**src/rtl/core/lmdc_pkg.sv**
```systemverilog
package lmdc_pkg;

    typedef logic [1:0] t_cfg_idx;

    localparam t_cfg_idx CFG_ENABLE = 2'd0;
    localparam t_cfg_idx CFG_RATE   = 2'd1;
    localparam t_cfg_idx CFG_DEPTH  = 2'd2;

    localparam int CFG_DATA_W = 7;

    localparam logic       ENABLE_RST = 1'b0;
    localparam logic [6:0] RATE_RST   = 7'd8;
    localparam logic [6:0] DEPTH_RST  = 7'd127;

    localparam int          LFO_STEP_NUM = 32'h1FFF;
    localparam logic [15:0] FRAC_ONE     = 16'hFFFF;
    localparam int          SINE_AMP     = 32767;

    typedef enum logic [3:0] {
        S_CLEAR,
        S_IDLE,
        S_POS,
        S_TAP0,
        S_TAP1,
        S_SUM1,
        S_DIV,
        S_RD0,
        S_RD1,
        S_MUL1,
        S_ACC,
        S_EMIT
    } t_state;

    typedef struct packed {
        logic busy;
        logic done;
    } t_urem_stat;

    // Rounded sine entry, halves rounded away from zero. The step is the angle between entries.
    function automatic logic signed [15:0] sine_value(input int k, input real step);
        real ang;
        real s;
        real mag;
        int  m;
        ang = step * real'(k);
        s   = $sin(ang);
        mag = real'(SINE_AMP) * ((s < 0.0) ? -s : s) + 0.5 + 1.0e-9;
        m   = $rtoi(mag);
        return (s < 0.0) ? 16'(-m) : 16'(m);
    endfunction

endpackage

```
**src/rtl/core/lmdc_urem.sv**
```systemverilog
module lmdc_urem #(
    parameter int NW = 11,
    parameter int DW = 11
) (
    input  logic                   i_clk,
    input  logic                   i_rst_n,
    input  logic                   i_start,
    input  logic [NW-1:0]          i_dividend,
    input  logic [DW-1:0]          i_divisor,
    output logic [DW-1:0]          o_rem,
    output lmdc_pkg::t_urem_stat   o_stat
);
    import lmdc_pkg::*;

    localparam int CNTW = (NW > 1) ? $clog2(NW) : 1;

    logic            r_busy;
    logic            r_done;
    logic [CNTW-1:0] r_cnt;
    logic [NW-1:0]   r_dvd;
    logic [DW-1:0]   r_div;
    logic [DW-1:0]   r_rem;
    logic [DW:0]     trial;
    logic [DW-1:0]   n_rem;

    always_comb begin
        trial = {r_rem, r_dvd[NW-1]};
        if (trial >= {1'b0, r_div}) begin
            n_rem = DW'(trial - {1'b0, r_div});
        end else begin
            n_rem = trial[DW-1:0];
        end
    end

    always_ff @(posedge i_clk) begin
        if (!i_rst_n) begin
            r_busy <= 1'b0;
            r_done <= 1'b0;
            r_cnt  <= '0;
        end else begin
            r_done <= 1'b0;
            if (i_start) begin
                r_busy <= 1'b1;
                r_cnt  <= '0;
            end else if (r_busy) begin
                r_cnt <= r_cnt + 1'b1;
                if (r_cnt == CNTW'(NW - 1)) begin
                    r_busy <= 1'b0;
                    r_done <= 1'b1;
                end
            end
        end
    end

    always_ff @(posedge i_clk) begin
        if (i_start) begin
            r_dvd <= i_dividend;
            r_div <= i_divisor;
            r_rem <= '0;
        end else if (r_busy) begin
            r_dvd <= r_dvd << 1;
            r_rem <= n_rem;
        end
    end

    assign o_rem       = r_rem;
    assign o_stat.busy = r_busy;
    assign o_stat.done = r_done;

endmodule

```
**config.mk**
```make
export PLATFORM = sky130hd
export DESIGN_NAME = lmdc_urem
export DESIGN_NICKNAME = d
export VERILOG_FILES = /design/src/rtl/core/lmdc_pkg.sv /design/src/rtl/core/lmdc_urem.sv
export SDC_FILE = /design/constraint.sdc
export NUM_CORES = 1
export LEC_CHECK = 0
export BUFFER_PORTS_ARGS = -buffer_cell sky130_fd_sc_hd__buf_4
export CAP_MARGIN = 20
export CORE_AREA = 2 2 63 65
export DETAILED_ROUTE_END_ITERATION = 16
export DIE_AREA = 0 0 65 67
export GPL_ROUTABILITY_DRIVEN = 0
export PLACE_DENSITY_LB_ADDON = 0.12
export SLEW_MARGIN = 20
export SYNTH_ARGS = -nofsm -noshare
export SYNTH_HDL_FRONTEND = slang
export SYNTH_SLANG_ARGS = --single-unit
export TNS_END_PERCENT = 30
```
**constraint.sdc**
```tcl
create_clock -name i_clk -period 4.67 [get_ports i_clk]
set_clock_uncertainty 0.05 [all_clocks]
set_input_delay 0.2335 -clock i_clk [delete_from_list [all_inputs] [get_ports i_clk]]
set_output_delay 0.2335 -clock i_clk [all_outputs]
set_load 0.05 [all_outputs]
```
Word-level counts from Yosys, hierarchy flattened
Index checks and enable logic that the tools add are counted.
{"block": "totals", "regBits": 39, "out_inout_bits": 13, "wordCells": 22}
{"block": "classes", "addsub": 2, "magnitude_cmp": 1, "n_eq_ne": 1, "n_mux": 7, "bitwise": 2, "reduce_logical": 3}
{"op": "$mux 11", "n": 3}
{"op": "$ge 12x11->1", "n": 1}
{"op": "$sub 11x11->11", "n": 1}
{"op": "$add 4x1->4 const B", "n": 1}
{"op": "$eq 4x4->1 const B", "n": 1}
{"op": "$mux 1", "n": 4}
{"op": "$reduce_or 3->1", "n": 1}
{"op": "$not 1->1", "n": 2}
{"op": "$reduce_bool 2->1", "n": 1}
{"op": "$reduce_or 2->1", "n": 1}

Longest topological paths before layout
Gate-level depths: netlist (run 1).
{"block": "depth", "ltp_word": 4, "ltp_mapped": 10}

Worst setup path after synthesis (run 1)
Ideal clock, no wire load.
{"block": "synth_path", "kind": "flip-flop to flip-flop", "start": "register r_rem[0] (netlist: o_rem[0])", "end": "register r_rem[6] (netlist: o_rem[6])", "setup_ps": 79, "arrival_ps": 2719, "path_slack_ps": 1822, "stages_incl_launch_ff": 10, "period_less_slack_ps": 2848, "cell_sequence": "dfxtp_1 inv_1 fa_1 nand2b_2 o2bb2ai_2 a211o_1 and2_4 buf_6 or3b_1 a211oi_2"}
{"block": "synth_between", "elab_chain_cells": 2, "elab_cells_between_ends": 3, "classes_between": "add/sub (1); order compare (1); mux (1)"}
{"element": "start, declared", "line_no": "lmdc_urem.sv:22", "source": "logic [DW-1:0] r_rem;"}
{"element": "start signal, assigned", "line_no": "lmdc_urem.sv:62", "source": "r_rem <= n_rem;"}
{"element": "$sub 11x11->11 or $ge 12x11->1 (tied branches)", "line_no": "lmdc_urem.sv:29, lmdc_urem.sv:28"}
{"element": "$mux 11 *", "line_no": "lmdc_urem.sv:28", "source": "if (trial >= {1'b0, r_div}) begin"}
Mark *: on every way between the ends. The rest lies on a longest branch, timed or not.
A chain may end at the register's enable or synchronous reset.

Worst setup path in the final report (run 1)
{"block": "layout_path", "start": "register r_dvd[10]", "end": "register r_rem[3] (netlist: o_rem[3])"}
{"block": "layout_between", "elab_chain_cells": 2, "elab_cells_between_ends": 3, "classes_between": "add/sub (1); order compare (1); mux (1)"}
{"element": "start, declared", "line_no": "lmdc_urem.sv:20", "source": "logic [NW-1:0] r_dvd;"}
{"element": "start signal, assigned", "line_no": "lmdc_urem.sv:57", "source": "r_dvd <= i_dividend;"}
{"element": "start signal, assigned", "line_no": "lmdc_urem.sv:61", "source": "r_dvd <= r_dvd << 1;"}
{"element": "$sub 11x11->11 or $ge 12x11->1 (tied branches)", "line_no": "lmdc_urem.sv:29, lmdc_urem.sv:28"}
{"element": "$mux 11 *", "line_no": "lmdc_urem.sv:28"}
Marked as above.

==> results of run 1 <==
[placed cells by master (no fill, tap or decap), types with 2 or more instances in the layout]
cell type   instances
buf_4              37
edfxtp_1           22
inv_1              17
nor2_1             17
dfxtp_1            17
a21oi_1            14
o21ai_0            14
ha_1               13
mux2_2             12
nand2_1            12
clkbuf_8            5
xnor2_1             4
nor3_1              4
o21a_1              4
nand2b_1            3
a211oi_1            3
nor2b_1             3
nand4_1             3
xor2_1              3
a22o_1              3
or3_1               2
a21o_1              2
clkinvlp_4          2
[final cells by class]
type	count	area [µm²]	area share, %
timing repair buffer	37	277.8	11.16
clock inverter	3	20.02	0.8040
clock buffer	5	68.82	2.764
tap	48	60.06	2.412
inverter	17	63.81	2.563
multi-input combinational	138	998.5	40.10
sequential	39	1001	40.20
[sequential cells by signal, indices dropped and copies added (netlist names)]
| register | cells |
|---|---|
| o_rem | 11 |
| r_busy | 1 |
| r_done | 1 |
| r_dvd | 11 |
| r_cnt | 4 |
| r_div | 11 |
[critical path: cells and delay by family (launching register included)]
kind / cells / cell delay, ps
fa+ha+maj: 2 / 630
flops: 1 / 350
buf+inv: 1 / 50
simple gates: 2 / 450
compound gates: 3 / 690
mux: 1 / 370
[kinds of logic (layout without fill, tap and decap cells)]
| group | Yosys count | count (layout) | synth area share, % |
|---|---|---|---|
| and+or+nand+nor | 53 | 53 | 12.75 |
| DFF | 39 | 39 | 47.65 |
| buffers and inverters | 23 | 62 | 4.824 |
| AOI/OAI and AO/OA | 51 | 51 | 16.26 |
| adders and majority gates | 14 | 14 | 8.696 |
| muxes | 13 | 13 | 6.909 |
| xor gates and xnor gates | 7 | 7 | 2.918 |
[power groups by stage]
stage / Clock (mW) / Combinational, mW / Sequential (mW)
6_report: 0.221 / 0.139 / 0.401
5_1_grt: 0.242 / 0.153 / 0.404
4_1_cts: 0.226 / 0.139 / 0.401
3_5_place_dp: 0 / 0.138 / 0.409
3_3_place_gp: 0 / 0.134 / 0.407
2_1_floorplan: 0 / 0.0879 / 0.415
[worst paths after layout]
kind | start | endpoint | slack (ps) | depth (start not counted)
max | r_dvd[10]$_DFFE_PP_ | o_rem[3]$_SDFFE_PP0P_ | 1980 | 9
min | i_divisor[3] | r_div[3]$_DFFE_PP_ | 70 | 1
max reg2reg | r_dvd[10]$_DFFE_PP_ | o_rem[3]$_SDFFE_PP0P_ | 1980 | 9
min reg2reg | o_rem[2]$_SDFFE_PP0P_ | o_rem[2]$_SDFFE_PP0P_ | 450 | 2
[layer usage]
layer  global-route usage [%]  wire length [µm]
met1                    23.55              1667
met5                        0                 0
met2                    37.89              2267
met3                    4.730               263
met4                    10.90                44
[per-stage QoR]
step / instances / utilization [%] / setup slack, ps
4_1_cts: 287 / 69.05 / 1993
5_1_grt: 287 / 69.05 / 1846
6_report: 287 / 69.05 / 1978
3_3_place_gp: 279 / 66.59 / 2100
3_5_place_dp: 279 / 66.59 / 2005
2_1_floorplan: 200 / - / 1822
==> results.sh, run 1 <==
export IMPL_status="completed"
export IMPL_arrival_ps=2820
export IMPL_pwr_share_clk_pct=29.1
export IMPL_placed_area_um2=2401
export IMPL_diodes=0
export IMPL_die_w_um=65
export IMPL_die_area_um2=4355
export IMPL_max_slew_margin_rel_pct=51.51
export IMPL_yosys_top_cells_count="22 x edfxtp_1, 17 x dfxtp_1, 17 x inv_1, 17 x nor2_1"
export IMPL_drv_cap=0
export IMPL_fmax_mhz=371.5
export IMPL_clk_pin_slew_ps=80
export IMPL_ys_ff_latch=39
export IMPL_rsz0062_at_grt="no"
export IMPL_first_global_vias=1647
export IMPL_port_buffers=37
export IMPL_critPathKind="reg -> reg"
export IMPL_power_leakage_nw=1.065
export IMPL_holdCritPathClass="in -> reg"
export IMPL_synth_area_top_cells="edfxtp_1 31%, dfxtp_1 16%, ha_1 7.7%"
export IMPL_postRouteAntennaNets=0
export IMPL_worst_pin_slew_ps=724.7
export IMPL_die_h_um=67
export IMPL_via_per_inst=5.700
export IMPL_syn_num_nets=239
export IMPL_routed_wl_mm=4.244
export IMPL_track_usage_pct=21.19
export IMPL_grt_first_pass_wirelength_mm=7.058
export IMPL_cts_max_level=2
export IMPL_worstPathMaxFanout=8
export IMPL_slowest_stage="fa_1"
export IMPL_syn_avg_cell_area_um2=10.50
export IMPL_ys_warn_count=0
export IMPL_ios=38
export IMPL_cts_buffer_depth=2
export IMPL_synthesis_instances=200
export IMPL_synth_edff_count=22
export IMPL_drcViolationCount=0
export IMPL_p_seq_share_pct=52.6
export IMPL_crit_chain="inv_1, ha_1, fa_1, nand2b_2, o2bb2ai_2, a211o_1, nand2_1, mux2_2, a22o_1"
export IMPL_overflow=0
export IMPL_hold_viol=0
export IMPL_total_power_mw=0.7613
export IMPL_tns_ps=0
export IMPL_synth_top_area_cell="edfxtp_1"
export IMPL_grt_antenna_before_repair=0
export IMPL_endpoint_kind="register"
export IMPL_initial_core_util_pct=58.26
export IMPL_ys_types=45
export IMPL_seq_area_frac_synth_pct=47.65
export IMPL_yosysMostFrequentCell="edfxtp_1"
export IMPL_clkLatencyLatePin_ps=280
export IMPL_synthFlopType="edfxtp_1"
export IMPL_cts_resized=0
export IMPL_cts_tree="done"
export IMPL_hold_ws_ps=71.33
export IMPL_fin_crit_sh_pct=57.64
export IMPL_fillerInstances=297
export IMPL_drtIter0Drc=144
export IMPL_synthesis_area_um2=2101
export IMPL_drive_above_1_share_pct=26.36
export IMPL_wl_per_cell_um=14.79
export IMPL_drtPass1Iterations=4
export IMPL_synth_async_sr_flop_share_pct=0
export IMPL_nets=277
export IMPL_routed_via_count=1636
export IMPL_worstPathRequired_ps=4800
export IMPL_share_comb_of_total_power_pct=18.3
export IMPL_core_area_um2=3606
export IMPL_setup_worst_path_start_class="register"
export IMPL_powerDensity_nw_per_um2=305.8
export IMPL_numCtsBuffers=5
export IMPL_design_area_um2=2490
export IMPL_postCtsHoldBufs=0
export IMPL_yosys_area_top_type_share_pct=31.45
export IMPL_ir_drop_mv=0.1911
export IMPL_switching_power_mw=0.2076
export IMPL_switching_share_pct=27.27
export IMPL_post_cts_buffers=0
export IMPL_slew_viol_final=0
export IMPL_setup_viol=0
export IMPL_cts_sinks=39
export IMPL_root_buffer="clkbuf_8"
export IMPL_cpPeakStageDelay_ps=420
export IMPL_grt_max_degree=30
export IMPL_syn_to_final_growth_pct=18.52
export IMPL_intPower_mw=0.5537
export IMPL_fin_crit_ps=2692
export IMPL_rows=22
export IMPL_hpwl_mm=3.252
Power figures use the tool's default switching activity.
==> run 2: changes to the inputs <==
CORE_AREA = 2 2 68 70   (was 2 2 63 65)
DIE_AREA = 0 0 70 72   (was 0 0 65 67)
clock period = 2.4 ns   (was 4.67 ns; I/O delays follow)
==> run 2 against run 1 <==
Net effect:
- the flow now finishes with violations (setup timing)
- final cell count rose by 10%
- wire length increased by 3.7%
- power grew 100%
- worst setup slack worse by 2000 ps
- sequential cell count unchanged
- clock-buffer cell count is 1 higher
- largest cell class is now multi-input combinational cells
- highest routed layer unchanged
==> results.sh, run 2 (same netlist as run 1, synthesis figures left out) <==
export IMPL_status="finished with violations"
export IMPL_failed_checks="setup timing"
export IMPL_rows=24
export IMPL_grt_max_degree=30
export IMPL_fin_crit_sh_pct=101.8
export IMPL_r2r_slack_ps=-40
export IMPL_fin_ws_ps=-42.52
export IMPL_core_area_um2=4264
export IMPL_initial_core_util_pct=49.27
export IMPL_diodes=0
export IMPL_drv_cap=0
export IMPL_tns_ps=-42.52
export IMPL_endpoint_kind="register"
export IMPL_via_per_inst=5.348
export IMPL_placed_area_um2=2479
export IMPL_max_slew_margin_rel_pct=67.57
export IMPL_slew_viol_final=0
export IMPL_hold_viol=0
export IMPL_drtPass1Iterations=4
export IMPL_grt_antenna_before_repair=0
export IMPL_cts_tree="done"
export IMPL_numCtsBuffers=5
export IMPL_pre_cts_ws_ps=-22.03
export IMPL_ios=38
export IMPL_fillerInstances=354
export IMPL_final_common_cell="buf_4"
export IMPL_switching_power_mw=0.4279
export IMPL_first_global_vias=1629
export IMPL_cts_sinks=39
export IMPL_worstPathRequired_ps=2570
export IMPL_total_power_mw=1.545
export IMPL_drtIter0Drc=114
export IMPL_overflow=0
export IMPL_worstPathMaxFanout=5
export IMPL_power_leakage_nw=1.182
export IMPL_wl_per_cell_um=13.93
export IMPL_fin_crit_ps=2443
export IMPL_worstHoldEndpoint="r_dvd[0]$_SDFFCE_PN0P_"
export IMPL_worst_pin_slew_ps=484.6
export IMPL_grt_first_pass_wirelength_mm=7.417
export IMPL_pwr_share_clk_pct=28.6
export IMPL_postLayoutCoreUtil_pct=64.52
export IMPL_placedCellCount=291
export IMPL_fin_cells=316
export IMPL_setup_worst_path_start_class="register"
export IMPL_routed_via_count=1690
export IMPL_cts_buffer_depth=2
export IMPL_nets=302
export IMPL_root_buffer="clkbuf_8"
export IMPL_ff2ff_path_depth=8
export IMPL_switching_share_pct=27.70
export IMPL_holdCritPathClass="in -> reg"
export IMPL_layout_common_cells="50 x buf_4, 22 x edfxtp_1, 17 x nor2_1"
export IMPL_die_area_um2=5040
export IMPL_setup_viol=1
export IMPL_track_usage_pct=18.72
export IMPL_worstHoldStart="i_dividend[0]"
export IMPL_rr_endpoint="o_rem[6]$_SDFFE_PP0P_"
export IMPL_rsz0062_at_grt="yes"
export IMPL_clkLatencyLatePin_ps=290
export IMPL_die_w_um=70
export IMPL_intPower_mw=1.117
export IMPL_arrival_ps=2610
export IMPL_hpwl_mm=3.151
export IMPL_drive_above_1_share_pct=31.82
export IMPL_routed_wl_mm=4.401
export IMPL_ir_drop_mv=0.4167
export IMPL_p_seq_share_pct=50.5
export IMPL_hold_depth=2
export IMPL_die_h_um=72
export IMPL_drcViolationCount=0
export IMPL_fmax_mhz=409.4
export IMPL_design_area_um2=2751
export IMPL_postRouteAntennaNets=0
export IMPL_powerDensity_nw_per_um2=561.5
export IMPL_cts_max_level=2
export IMPL_clk_pin_slew_ps=80
export IMPL_syn_to_final_growth_pct=30.97
export IMPL_critPathKind="reg -> reg"
export IMPL_reg2reg_from="r_div[0]$_DFFE_PP_"
export IMPL_share_comb_of_total_power_pct=20.9
export IMPL_hold_ws_ps=59.54
export IMPL_port_buffers=37
[run 2: cell types whose count changed in the layout (fill, tap and decap cells not counted), moves of 2 or more]
cell,before,now
a21oi_2,0,2
a21oi_1,14,12
dfxtp_1,17,15
dlygate4sd3_1,0,12
buf_4,37,50
[run 2: worst max-delay path, cell delays in order, from the launching register on]
cell       delay [ps]
edfxtp_1          450
ha_4              200
fa_2              340
nand2b_4          150
o2bb2ai_2         120
a211o_1           320
and2_4            170
or3b_4            370
a211oi_2          210
[run 2: final cells by class]
cell class | count | area [µm²] | area share, %
Multi-Input combinational cell | 138 | 1036 | 37.65
Timing Repair Buffer | 62 | 495.5 | 18.01
Sequential cell | 39 | 1006 | 36.56
Inverter | 17 | 63.81 | 2.319
Clock inverter | 2 | 12.51 | 0.4548
Tap cell | 52 | 65.06 | 2.365
Clock buffer | 6 | 72.57 | 2.638
[run 2: how the worst max path moves through the flow]
| stage | start | to | slack, ps | cells after the start |
|---|---|---|---|---|
| finish | r_div[0]$_DFFE_PP_ | o_rem[6]$_SDFFE_PP0P_ | -40 | 8 |
| global placement | r_dvd[10]$_DFFE_PP_ | o_rem[6]$_SDFFE_PP0P_ | 40 | 9 |
| global route | r_div[0]$_DFFE_PP_ | o_rem[6]$_SDFFE_PP0P_ | -100 | 8 |
| floorplan | r_dvd[10]$_DFFE_PP_ | o_rem[6]$_SDFFE_PP0P_ | -90 | 10 |
| detailed placement | r_dvd[10]$_DFFE_PP_ | o_rem[6]$_SDFFE_PP0P_ | -20 | 9 |
| CTS | r_div[0]$_DFFE_PP_ | o_rem[4]$_SDFFE_PP0P_ | -10 | 8 |
[run 2: layer usage]
layer	track usage (%)	wire (µm)
met2	31.01	2099
met5	0	0
met4	6.410	59
met1	24.31	2030
met3	4.444	212
[run 2: power by group through the flow]
| stage | Combinational [mW] | Clock (mW) | Sequential [mW] |
|---|---|---|---|
| floorplan | 0.174 | 0 | 0.809 |
| global placement | 0.285 | 0 | 0.793 |
| detailed placement | 0.288 | 0 | 0.794 |
| CTS | 0.314 | 0.452 | 0.780 |
| global route | 0.356 | 0.481 | 0.785 |
| finish | 0.323 | 0.442 | 0.779 |
[run 2: what timing repair did]
item                                    4_1_cts  5_1_grt
hold buffers                                 12        0
endpoints found under the hold margin        12        0
setup buffers                                 2        3
endpoints found under the setup margin        3        7
cloned                                        0        0
resized for setup                             2        4
pin swaps                                     4        4
